`config.mk`:
```
export PLATFORM = sky130hd
export DESIGN_NAME = kalman_angle_filter_flat
export DESIGN_NICKNAME = d
export VERILOG_FILES = /design/src/hw/rtl/kaf_pkg.sv /design/src/hw/rtl/kaf_channels.sv /design/src/hw/rtl/kalman_angle_filter.sv /design/src/flat_wrapper.sv
export SDC_FILE = /design/constraint.sdc
export NUM_CORES = 2
export LEC_CHECK = 0
export ABC_AREA = 1
export BUFFER_PORTS_ARGS = -buffer_cell sky130_fd_sc_hd__buf_4
export CAP_MARGIN = 20
export CORE_MARGIN = 1.5
export CORE_UTILIZATION = 55
export DETAILED_ROUTE_END_ITERATION = 8
export PLACE_DENSITY_LB_ADDON = 0.05
export SYNTH_ARGS = -nofsm -noshare
export SYNTH_HDL_FRONTEND = slang
export SYNTH_SLANG_ARGS = --single-unit
```
`constraint.sdc`:
```
create_clock -name clk -period 17.5 [get_ports clk]
set_clock_uncertainty 0.1 [all_clocks]
set_input_delay 5.25 -clock clk [delete_from_list [all_inputs] [get_ports clk]]
set_output_delay 5.25 -clock clk [all_outputs]
set_load 0.1 [all_outputs]
```
`src/hw/rtl/kaf_pkg.sv`:
```
`default_nettype none
package kaf_pkg;

  localparam int IO_WIDTH  = 32;
  localparam int CFG_WIDTH = 24;
  localparam int IDX_WIDTH = 2;

  typedef logic [IDX_WIDTH-1:0] cfg_index_t;

  localparam cfg_index_t REG_STEP_PERIOD   = 2'd0;
  localparam cfg_index_t REG_ANGLE_NOISE   = 2'd1;
  localparam cfg_index_t REG_BIAS_NOISE    = 2'd2;
  localparam cfg_index_t REG_MEASURE_NOISE = 2'd3;

  localparam logic [15:0] STEP_PERIOD_RESET   = 16'd655;
  localparam logic [15:0] ANGLE_NOISE_RESET   = 16'd66;
  localparam logic [15:0] BIAS_NOISE_RESET    = 16'd197;
  localparam logic [23:0] MEASURE_NOISE_RESET = 24'd1966;

endpackage
`default_nettype wire

```
`src/hw/rtl/kaf_channels.sv`:
```
`default_nettype none
interface kaf_in_if;
  logic valid;
  logic ready;
  logic signed [kaf_pkg::IO_WIDTH-1:0] gyro_rate;
  logic signed [kaf_pkg::IO_WIDTH-1:0] accel_angle;
  modport source (output valid, gyro_rate, accel_angle, input ready);
  modport sink (input valid, gyro_rate, accel_angle, output ready);
endinterface

interface kaf_out_if;
  logic valid;
  logic ready;
  logic signed [kaf_pkg::IO_WIDTH-1:0] angle_estimate;
  modport source (output valid, angle_estimate, input ready);
  modport sink (input valid, angle_estimate, output ready);
endinterface
`default_nettype wire

```
`src/hw/rtl/kalman_angle_filter.sv`:
```
// Two-state angle / gyro-bias Kalman filter, signed fixed point throughout.
// sample channel: gyro_rate and accel_angle, one transfer per filter step.
// result channel: angle_estimate, the corrected angle after that step.
// cfg port: write enable, index (step_period, angle_noise, bias_noise,
// measure_noise) and data; write only while no step is in flight.
// One multiplier (registered result) and one saturating adder are shared by
// all steps under a sequencer; gains come from a restoring divider that
// produces one quotient bit per cycle.
// When the divisor is zero the divider is skipped and both gains are zero.
// Throughput: one sample per step; sample.ready is high only while the
// sequencer is idle. A finished result sits in the output register, so the
// next sample is taken while it waits; if the receiver still stalls when the
// following step completes, the sequencer holds until the register drains.
// Reset clears estimates to zero, covariance to identity, registers to their
// defaults, and empties the output register.
`default_nettype none
module kalman_angle_filter #(
  parameter int WORD_WIDTH    = 32,
  parameter int FRACTION_BITS = 16
) (
  input  wire logic                          clk,
  input  wire logic                          rst,
  kaf_in_if.sink                             sample,
  kaf_out_if.source                          result,
  input  wire logic                          cfg_write,
  input  wire logic [kaf_pkg::IDX_WIDTH-1:0] cfg_index,
  input  wire logic [kaf_pkg::CFG_WIDTH-1:0] cfg_data
);
  import kaf_pkg::*;

  localparam int W   = WORD_WIDTH;
  localparam int F   = FRACTION_BITS;
  localparam int XW  = ((W > IO_WIDTH) ? W : IO_WIDTH) + 2;
  localparam int RW  = ((W > CFG_WIDTH) ? W : CFG_WIDTH) + 1;
  localparam int DN  = W + F;
  localparam int CW  = $clog2(DN + 1);
  localparam int PW  = 2 * W + 1;
  localparam int MW  = PW - F;

  localparam logic signed [XW-1:0] XMAX = $signed({{(XW-W+1){1'b0}}, {(W-1){1'b1}}});
  localparam logic signed [XW-1:0] XMIN = -XMAX - XW'(1);
  localparam logic signed [XW-1:0] OMAX =
    $signed({{(XW-IO_WIDTH+1){1'b0}}, {(IO_WIDTH-1){1'b1}}});
  localparam logic signed [XW-1:0] OMIN = -OMAX - XW'(1);
  localparam logic [RW-1:0] RMAX = {{(RW-W+1){1'b0}}, {(W-1){1'b1}}};
  localparam logic [W:0] HALF = {2'b01, {(W-1){1'b0}}};
  localparam logic [W-1:0] QSTUCK = {1'b1, {(W-2){1'b0}}, 1'b1};

  localparam logic [4:0] S_IDLE  = 5'd0,  S_RATE = 5'd1,  S_MRATE = 5'd2,  S_PA   = 5'd3,
                         S_MDP   = 5'd4,  S_IN1  = 5'd5,  S_IN2   = 5'd6,  S_IN3  = 5'd7,
                         S_MIN   = 5'd8,  S_P00  = 5'd9,  S_P01   = 5'd10, S_P10  = 5'd11,
                         S_MQB   = 5'd12, S_P11  = 5'd13, S_INNOV = 5'd14, S_SVAR = 5'd15,
                         S_DIV   = 5'd16, S_MK0Y = 5'd17, S_ANG   = 5'd18, S_MK1Y = 5'd19,
                         S_BIAS  = 5'd20, S_MC2  = 5'd21, S_C2    = 5'd22, S_MC3  = 5'd23,
                         S_C3    = 5'd24, S_MC0  = 5'd25, S_C0    = 5'd26, S_MC1  = 5'd27,
                         S_C1    = 5'd28, S_DONE = 5'd29;

  function automatic logic signed [W-1:0] sat_w(input logic signed [XW-1:0] v);
    if (v > XMAX) return XMAX[W-1:0];
    if (v < XMIN) return XMIN[W-1:0];
    return v[W-1:0];
  endfunction

  function automatic logic signed [W-1:0] from_reg(input logic [CFG_WIDTH-1:0] v);
    logic [RW-1:0] e;
    e = RW'(v);
    if (e > RMAX) return RMAX[W-1:0];
    return e[W-1:0];
  endfunction

  function automatic logic [W-1:0] mag(input logic signed [W-1:0] v);
    return v[W-1] ? -v : v;
  endfunction

  function automatic logic signed [W-1:0] apply_sign(input logic [MW-1:0] m, input logic neg);
    logic [MW-1:0] cap;
    logic [MW-1:0] mc;
    cap = neg ? MW'(HALF) : MW'(HALF) - MW'(1);
    mc  = (m > cap) ? cap : m;
    return neg ? -mc[W-1:0] : mc[W-1:0];
  endfunction

  logic [15:0] step_period, angle_noise, bias_noise;
  logic [23:0] measure_noise;
  logic [4:0]  state;

  logic signed [W-1:0] g, z, ang, bias, p00, p01, p10, p11;
  logic signed [W-1:0] tmp, pa, dtp, y, s, k0, k1, mres;
  logic signed [W-1:0] dt, qa, qb, rn;

  // shared saturating adder and multiplier operands
  logic signed [W-1:0] add_a, add_b, add_res, mul_a, mul_b;
  logic                add_sub;

  // divider
  logic [DN-1:0]  dsr;
  logic [W-1:0]   rem, dvs, quo;
  logic           dneg, dover, dsel;
  logic [CW-1:0]  dcnt;
  logic [W:0]     r_sh, q_sh;
  logic           r_ge, q_over;
  logic [MW-1:0]  q_ext;

  assign dt = from_reg(CFG_WIDTH'(step_period));
  assign qa = from_reg(CFG_WIDTH'(angle_noise));
  assign qb = from_reg(CFG_WIDTH'(bias_noise));
  assign rn = from_reg(measure_noise);

  assign sample.ready = (state == S_IDLE);

  always_comb begin
    add_a   = ang;
    add_b   = mres;
    add_sub = 1'b0;
    mul_a   = dt;
    mul_b   = p11;
    unique case (state)
      S_RATE:  begin add_a = g;    add_b = bias; add_sub = 1'b1; end
      S_PA:    begin add_a = ang;  add_b = mres; end
      S_IN1:   begin add_a = mres; add_b = p01;  add_sub = 1'b1; end
      S_IN2:   begin add_a = tmp;  add_b = p10;  add_sub = 1'b1; end
      S_IN3:   begin add_a = tmp;  add_b = qa;   end
      S_P00:   begin add_a = p00;  add_b = mres; end
      S_P01:   begin add_a = p01;  add_b = dtp;  add_sub = 1'b1; end
      S_P10:   begin add_a = p10;  add_b = dtp;  add_sub = 1'b1; end
      S_P11:   begin add_a = p11;  add_b = mres; end
      S_INNOV: begin add_a = z;    add_b = pa;   add_sub = 1'b1; end
      S_SVAR:  begin add_a = p00;  add_b = rn;   end
      S_ANG:   begin add_a = pa;   add_b = mres; end
      S_BIAS:  begin add_a = bias; add_b = mres; end
      S_C2:    begin add_a = p10;  add_b = mres; add_sub = 1'b1; end
      S_C3:    begin add_a = p11;  add_b = mres; add_sub = 1'b1; end
      S_C0:    begin add_a = p00;  add_b = mres; add_sub = 1'b1; end
      S_C1:    begin add_a = p01;  add_b = mres; add_sub = 1'b1; end
      default: begin end
    endcase
    unique case (state)
      S_MRATE: begin mul_a = tmp; mul_b = dt;  end
      S_MIN:   begin mul_a = dt;  mul_b = tmp; end
      S_MQB:   begin mul_a = dt;  mul_b = qb;  end
      S_MK0Y:  begin mul_a = k0;  mul_b = y;   end
      S_MK1Y:  begin mul_a = k1;  mul_b = y;   end
      S_MC2:   begin mul_a = k1;  mul_b = p00; end
      S_MC3:   begin mul_a = k1;  mul_b = p01; end
      S_MC0:   begin mul_a = k0;  mul_b = p00; end
      S_MC1:   begin mul_a = k0;  mul_b = p01; end
      default: begin end
    endcase
  end

  assign add_res = add_sub ? sat_w(XW'(add_a) - XW'(add_b)) : sat_w(XW'(add_a) + XW'(add_b));

  // restoring divide step
  assign r_sh   = {rem, dsr[DN-1]};
  assign r_ge   = r_sh >= {1'b0, dvs};
  assign q_sh   = {quo, r_ge};
  assign q_over = dover || (q_sh > HALF);
  assign q_ext  = MW'(quo);

  always_ff @(posedge clk) begin
    logic [W-1:0]   ma, mb;
    logic [2*W-1:0] prod;
    logic [PW-1:0]  rnd;
    ma   = mag(mul_a);
    mb   = mag(mul_b);
    prod = ma * mb;
    rnd  = PW'(prod) + (PW'(1) << (F - 1));
    mres <= apply_sign(rnd[PW-1:F], mul_a[W-1] ^ mul_b[W-1]);
  end

  always_ff @(posedge clk) begin
    if (rst) begin
      step_period   <= STEP_PERIOD_RESET;
      angle_noise   <= ANGLE_NOISE_RESET;
      bias_noise    <= BIAS_NOISE_RESET;
      measure_noise <= MEASURE_NOISE_RESET;
    end else if (cfg_write) begin
      unique case (cfg_index)
        REG_STEP_PERIOD:   step_period   <= cfg_data[15:0];
        REG_ANGLE_NOISE:   angle_noise   <= cfg_data[15:0];
        REG_BIAS_NOISE:    bias_noise    <= cfg_data[15:0];
        REG_MEASURE_NOISE: measure_noise <= cfg_data;
      endcase
    end
  end

  always_ff @(posedge clk) begin
    if (rst) begin
      state        <= S_IDLE;
      ang          <= '0;
      bias         <= '0;
      p00          <= sat_w(XW'(1) <<< F);
      p01          <= '0;
      p10          <= '0;
      p11          <= sat_w(XW'(1) <<< F);
      result.valid <= 1'b0;
    end else begin
      if (result.valid && result.ready && state != S_DONE) result.valid <= 1'b0;
      unique case (state)
        S_IDLE: if (sample.valid) begin
          g     <= sat_w(XW'(sample.gyro_rate));
          z     <= sat_w(XW'(sample.accel_angle));
          state <= S_RATE;
        end
        S_RATE:  begin tmp <= add_res; state <= S_MRATE; end
        S_MRATE: state <= S_PA;
        S_PA:    begin pa <= add_res; state <= S_MDP; end
        S_MDP:   state <= S_IN1;
        S_IN1:   begin tmp <= add_res; dtp <= mres; state <= S_IN2; end
        S_IN2:   begin tmp <= add_res; state <= S_IN3; end
        S_IN3:   begin tmp <= add_res; state <= S_MIN; end
        S_MIN:   state <= S_P00;
        S_P00:   begin p00 <= add_res; state <= S_P01; end
        S_P01:   begin p01 <= add_res; state <= S_P10; end
        S_P10:   begin p10 <= add_res; state <= S_MQB; end
        S_MQB:   state <= S_P11;
        S_P11:   begin p11 <= add_res; state <= S_INNOV; end
        S_INNOV: begin y <= add_res; state <= S_SVAR; end
        S_SVAR: begin
          s <= add_res;
          if (add_res == '0) begin
            k0    <= '0;
            k1    <= '0;
            state <= S_MK0Y;
          end else begin
            dsr   <= {mag(p00), {F{1'b0}}};
            dvs   <= mag(add_res);
            dneg  <= p00[W-1] ^ add_res[W-1];
            rem   <= '0;
            quo   <= '0;
            dover <= 1'b0;
            dcnt  <= '0;
            dsel  <= 1'b0;
            state <= S_DIV;
          end
        end
        S_DIV: begin
          if (dcnt == CW'(DN)) begin
            if (!dsel) begin
              k0    <= apply_sign(dover ? MW'(HALF) + MW'(1) : q_ext, dneg);
              dsr   <= {mag(p10), {F{1'b0}}};
              dneg  <= p10[W-1] ^ s[W-1];
              rem   <= '0;
              quo   <= '0;
              dover <= 1'b0;
              dcnt  <= '0;
              dsel  <= 1'b1;
            end else begin
              k1    <= apply_sign(dover ? MW'(HALF) + MW'(1) : q_ext, dneg);
              state <= S_MK0Y;
            end
          end else begin
            dsr   <= dsr << 1;
            rem   <= r_ge ? W'(r_sh - {1'b0, dvs}) : r_sh[W-1:0];
            quo   <= q_over ? QSTUCK : q_sh[W-1:0];
            dover <= q_over;
            dcnt  <= dcnt + CW'(1);
          end
        end
        S_MK0Y: state <= S_ANG;
        S_ANG:  begin ang <= add_res; state <= S_MK1Y; end
        S_MK1Y: state <= S_BIAS;
        S_BIAS: begin bias <= add_res; state <= S_MC2; end
        S_MC2:  state <= S_C2;
        S_C2:   begin p10 <= add_res; state <= S_MC3; end
        S_MC3:  state <= S_C3;
        S_C3:   begin p11 <= add_res; state <= S_MC0; end
        S_MC0:  state <= S_C0;
        S_C0:   begin p00 <= add_res; state <= S_MC1; end
        S_MC1:  state <= S_C1;
        S_C1:   begin p01 <= add_res; state <= S_DONE; end
        S_DONE: if (!result.valid || result.ready) begin
          result.valid <= 1'b1;
          if (XW'(ang) > OMAX) result.angle_estimate <= OMAX[IO_WIDTH-1:0];
          else if (XW'(ang) < OMIN) result.angle_estimate <= OMIN[IO_WIDTH-1:0];
          else result.angle_estimate <= IO_WIDTH'(XW'(ang));
          state <= S_IDLE;
        end else if (result.valid && result.ready) begin
          result.valid <= 1'b0;
        end
        default: state <= S_IDLE;
      endcase
    end
  end

endmodule
`default_nettype wire

```
`src/flat_wrapper.sv`:
```
// flat-port wrapper written by rule: the top's interface ports become plain ports
module kalman_angle_filter_flat import kaf_pkg::*;
#(
  parameter int WORD_WIDTH    = 32,
  parameter int FRACTION_BITS = 16
)
  (clk, rst, cfg_write, cfg_index, cfg_data, sample_valid, sample_gyro_rate, sample_accel_angle, sample_ready, result_valid, result_angle_estimate, result_ready);
  kaf_in_if sample_i ();
  kaf_out_if result_i ();
  input  wire logic clk;
  input  wire logic rst;
  input  wire logic cfg_write;
  input  wire logic [kaf_pkg::IDX_WIDTH-1:0] cfg_index;
  input  wire logic [kaf_pkg::CFG_WIDTH-1:0] cfg_data;
  input wire logic [$bits(sample_i.valid)-1:0] sample_valid;
  input wire logic [$bits(sample_i.gyro_rate)-1:0] sample_gyro_rate;
  input wire logic [$bits(sample_i.accel_angle)-1:0] sample_accel_angle;
  output wire logic [$bits(sample_i.ready)-1:0] sample_ready;
  output wire logic [$bits(result_i.valid)-1:0] result_valid;
  output wire logic [$bits(result_i.angle_estimate)-1:0] result_angle_estimate;
  input wire logic [$bits(result_i.ready)-1:0] result_ready;
  assign sample_i.valid = sample_valid;
  assign sample_i.gyro_rate = sample_gyro_rate;
  assign sample_i.accel_angle = sample_accel_angle;
  assign sample_ready = sample_i.ready;
  assign result_valid = result_i.valid;
  assign result_angle_estimate = result_i.angle_estimate;
  assign result_i.ready = result_ready;
  kalman_angle_filter #(.WORD_WIDTH(WORD_WIDTH), .FRACTION_BITS(FRACTION_BITS)) u_core (.clk(clk), .rst(rst), .sample(sample_i), .result(result_i), .cfg_write(cfg_write), .cfg_index(cfg_index), .cfg_data(cfg_data));
endmodule
```
* Word level (Yosys, flattened, before mapping)
Index checks and enable logic that the tools add are counted.
** Cells by class
- Add/subtract/negate cells :: 12
- Multipliers :: 1
- Magnitude comparators :: 14
- Equality and inequality tests :: 42
- Muxes and demuxes :: 102
- Bitwise operators :: 5
- Reductions and logical operators :: 41
** Operator list (count)
- 32-bit two-way mux :: 40
- 32-bit case mux with 10 select lines :: 1
- 32-bit case mux with 2 select lines :: 4
- 32-bit negator :: 7
- 32-bit case mux with 7 select lines :: 1
- 32-bit case mux with 6 select lines :: 1
- 5-bit case mux with 30 select lines :: 1
- 48-bit two-way mux :: 3
- 32-bit > comparator (second input constant) :: 3
- 32-bit < comparator (second input constant) :: 3
- 32-bit case mux with 3 select lines :: 1
- 48-bit case mux with 2 select lines :: 1
- 5-bit equality test (second input constant) :: 14
- 34-bit by 32-bit > comparator with 1-bit output (second input constant) :: 2
- 34-bit by 32-bit < comparator with 1-bit output (second input constant) :: 2
- 64-bit by 16-bit adder with 65-bit output (second input constant) :: 1
- 32-bit by 32-bit multiplier with 64-bit output :: 1
- 49-bit by 32-bit > comparator with 1-bit output :: 1
- 49-bit > comparator :: 1
- 5-bit by 4-bit equality test with 1-bit output (second input constant) :: 8
- 1-bit two-way mux :: 37
- 32-bit by 32-bit adder with 33-bit output :: 1
- 33-bit by 32-bit greater-or-equal comparator with 1-bit output :: 1
- 33-bit by 32-bit > comparator with 1-bit output (second input constant) :: 1
- other kinds (35) :: 81
** Word-level totals
- Register bits :: 775
- Input bits :: 95
- Output and inout bits :: 34
- Logic and storage cells :: 249

* Logic depth before layout (Yosys ltp)
- Word-level depth :: 13
- Gate-level depth with buffers :: 87

* Worst setup path after synthesis
Ideal clock, no wire load.
- Path kind :: register -> register
- Start :: register u_core.state[0]
- End :: register u_core.mres[28]
- Setup time :: 112 ps
- Data arrival time :: 12174 ps
- Required time :: 17288 ps
- Path slack :: 5114 ps
- Cell stages (with the launch flop) :: 75
- Path through :: dfxtp_1 -> buf_6 -> nor2_2 -> nand2_1 -> nor2_2 -> nor2_1 -> nand2_2 -> nand3_1 -> nand2_1 -> clkbuf_1 -> ha_1 -> inv_1 -> nor2_1 -> inv_1 -> nor2_1 -> nand4_1 -> o21ai_0 -> xnor2_1 -> [39 not listed] -> o21ai_1 -> nor2_4 -> nand2_2 -> nand2_4 -> buf_4 -> buf_2 -> nand2_1 -> inv_1 -> ha_1 -> nand2_1 -> nor2_2 -> nand2_2 -> nor2_1 -> nand2_1 -> nand2_1 -> nand2_1 -> nand2_1 -> nand2_1
** Between the ends
- Word-level cells in the longest chain between the ends :: 11
- Elaborated cells between the ends (all ways) :: 28
- Those cells by class :: 4 x add/sub; 1 x mul; 1 x order compare; 9 x eq/ne; 7 x mux; 1 x bitwise; 5 x reduce/logical
** Ends and longest elaborated chain
- start: declaration :: line kalman_angle_filter.sv:85 : logic [4:0] state;
- start signal: assignment :: line kalman_angle_filter.sv:189 : state <= S_IDLE;
- start signal: assignment :: line kalman_angle_filter.sv:203 : state <= S_RATE;
- start signal: assignment :: line kalman_angle_filter.sv:205 : S_RATE: begin tmp <= add_res; state <= S_MRATE; end
- 5-bit equality test :: line kalman_angle_filter.sv:137 : unique case (state)
- 2-bit OR reduction (no line) or 3-bit OR reduction (tied branches)
- 32-bit case mux with 6 select lines or 32-bit case mux with 3 select lines (tied branches) :: line kalman_angle_filter.sv:137
- 32-bit negator :: line kalman_angle_filter.sv:72 : return v[W-1] ? -v : v;
- 32-bit two-way mux :: line kalman_angle_filter.sv:72
- 32-bit by 32-bit multiplier with 64-bit output :: line kalman_angle_filter.sv:166 : prod = ma * mb;
- 64-bit by 16-bit adder with 65-bit output :: line kalman_angle_filter.sv:167 : rnd = PW'(prod) + (PW'(1) << (F - 1));
- 49-bit by 32-bit > comparator with 1-bit output :: line kalman_angle_filter.sv:79 : mc = (m > cap) ? cap : m;
- 32-bit two-way mux :: line kalman_angle_filter.sv:79
- 32-bit negator :: line kalman_angle_filter.sv:80 : return neg ? -mc[W-1:0] : mc[W-1:0];
- 32-bit two-way mux * :: line kalman_angle_filter.sv:80
- end signal: assignment :: line kalman_angle_filter.sv:168 : mres <= apply_sign(rnd[PW-1:F], mul_a[W-1] ^ mul_b[W-1]);
- end: declaration :: line kalman_angle_filter.sv:88 : logic signed [W-1:0] tmp, pa, dtp, y, s, k0, k1, mres;
Mark *: on every way between the ends. The rest lies on a longest branch, timed or not.
A chain may end at the register's enable or synchronous reset.

* Worst setup path in the final report
- Start :: register u_core.state[0]
- End :: register u_core.mres[18]
Same word-level chain as after synthesis.

==> flow_summary_export.csv <==
group,metric,value,unit
setup_path,critical-path-slowest-cell,"nand2_1",
synth,yosysTopAreaCell,"fa_1",
placement,post-place-ws,1970,ps
global_routing,grt_pass1_vias,71638,
synth,syn_area,77400,sq um
pwr,total_power,8480,uW
synth,synth_area_per_cell,7.87,sq um
finish,drive_gt1_share,6.40,%
clock_tree,cts.sinks,728,
setup_path,crit_path_max_incr_delay,750,ps
clock_tree,clk_latency,720,ps
global_routing,grt_pass1_wl,493,mm
run,max-cap-violations,0,
floorplan,die-area,143000,sq um
floorplan,die_h,378,microns
sta,hold_viol,0,
clock_tree,clockBufferDepth,3,
route,drt-initial-drc-count,10235,
clock_tree,clk_pin_slew_worst_paths,70,ps
sta,fin_crit_sh,91.6,%
route,drc,0,
worst_hold_path,hp-class,"reg2reg",
floorplan,io_pins,129,
finish,layout.nets,11172,
global_routing,grtUsageTotal,48.4,%
synth,synth_common_cells,"inv_1, nand2_1, nor2_1",
setup_path,worstPathMaxFanout,33,
sta,slew_violations,0,
synth,ys.flop_type,"edfxtp_1",
clock_tree,cts_setup_buffers,0,
sta,fmax,0.0624,GHz
synth,syn_nets,11279,
synth,synth_top_family_by_area,"adder cells",
synth,syn_inst,9824,
synth,synth.most_common_cell,"inv_1",
synth,synth-compound-area-share,12.5,%
synth,ys_seq_area_share,24.4,%
route,wl_per_cell,29.9,microns
floorplan,start_util,55.4,%
synth,yosys.area_share.simple,18.7,%
global_routing,grt_overflow_total,0,
setup_path,reg2regPathDepth,70,
setup_path,cp-start-kind,"register",
synth,synth_edf_count,426,
setup_path,path_class,"reg2reg",
placement,port_buffers,128,
setup_path,worstPathRequired,17990,ps
sta,worstMarginPinSlew,1460,ps
clock_tree,root_buffer,"clkbuf_16",
clock_tree,ctsHoldBuffers,0,
synth,yosysWarnings,0,
route,wirelength,349,mm
synth,synth_xor_xnor_area_share,2.05,%
sta,hold_slack,340,ps
sta,maxSlewHeadroom,2.42,%
synth,synth_mux_area_share,0.0437,%
synth,async_reset_ff_share,0,%
finish,design_area,83100,sq um
setup_path,cp-end-kind,"register",
clock_tree,cts_tree,"done",
synth,synth_fa_ha_area_share,30.7,%
sta,layout_setup_ws,1470,ps
setup_path,arrival,16530,ps
global_routing,antenna_found_initial,34,
sta,rsz0062_at_grt,"false",
route,num_vias,73464,
floorplan,fp-row-count,137,
placement,gp_congestion,1.11,
setup_path,crit_top_cell,"nand2_1",
synth,synth_top_area_share,23.3,%
sta,tns,0,ps
global_routing,grt_max_degree,86,
route,drtPass1Iterations,7,
sta,setup_viol,0,
floorplan,core,140000,sq um
synth,ys_ff_latch,728,
placement,hpwl,269,mm
clock_tree,htreeDepth,3,
route,vias_per_cell,6.29,
sta,fin_crit,16030,ps
synth,synth_area_leaders,"fa_1, edfxtp_1, inv_1",
pwr,leakagePower,0.0390,uW
floorplan,die_w,378,microns
clock_tree,numCtsBuffers,83,
worst_hold_path,min_path_cells,0,
synth,ys_types,74,
pwr,vdd_ir_drop_max,0.145,mV
clock_tree,cts_resized,0,
route,ant_nets,0,
finish,syn_to_final_growth,7.48,%
placement,placed_cell_area,80300,sq um
pwr,powerDensity,102,nW/um^2
run_status,outcome,"finished clean",
## routing by layer
metal	wire (microns)	global-route usage, %	vias to the layer above	share of wire (%)
met5	246	0.0686	-	0.071
met4	36900	41.9	30	11
met3	48300	18.7	1727	14
met2	144000	69.4	5555	41
met1	119000	56.5	35172	34
li1	-	-	30980	-
## kinds of logic after synthesis
family	Yosys count
AND/OR/NAND/NOR	3527
buffers and inverters	2358
AO/OA/AOI/OAI	1667
adder cells (fa/ha/maj)	1360
flip-flops	728
XOR/XNOR	181
multiplexers	3
## final cells by class
class	instances	area, sq um
Timing Repair Buffer	350	2640
Inverter	1816	6820
Clock inverter	45	407
Fill cell	12690	56400
Multi-Input combinational cell	6738	49800
Clock buffer	108	2270
Sequential cell	728	18800
Tap cell	1876	2350
Antenna cell	20	50.0
## worst paths after layout
check / from / to / slack (ps)
hold / removal: u_core.ang[0] / u_core.result.angle_estimate[0] / 340
setup / recovery: u_core.state[0] / u_core.mres[18] / 1470
hold reg to reg: u_core.ang[0] / u_core.result.angle_estimate[0] / 340
setup reg to reg: u_core.state[0] / u_core.mres[18] / 1470
## critical path, delay by kind of cell, from the launching register on
family | cells | cell delay [ps]
flip-flops | 1 | 420
AO/OA/AOI/OAI | 11 | 2150
buffers and inverters | 11 | 1880
XOR/XNOR | 1 | 240
adder cells (fa/ha/maj) | 10 | 4740
AND/OR/NAND/NOR | 37 | 6310
## placed cells by master, fill, tap and decap left out, drive strengths merged, types with 51 or more instances in the layout
master,instances
nand3,277
o21ai,618
nor4,51
buf,350
ha,459
edfxtp,426
nor2,1262
a221oi,101
nand4,65
dfxtp,302
nand2,1700
xor2,155
clkbuf,108
o22ai,89
a21oi,574
fa,901
inv,1802
nor3,124
## power breakdown
group	internal (uW)	switching (uW)	leakage, uW
clock network	971	807	0.00131
registers	2010	133	0.00662
logic	1110	3460	0.0310
total	4090	4400	0.0390
## per-stage QoR
step                      cells  utilization (%)
after floorplan            9824                -
after global placement    11501             57.6
after detailed placement  11502             57.6
after CTS                 11655             59.5
after global routing      11665             59.6
final                     11681             59.6
Power figures use the tool's default switching activity.
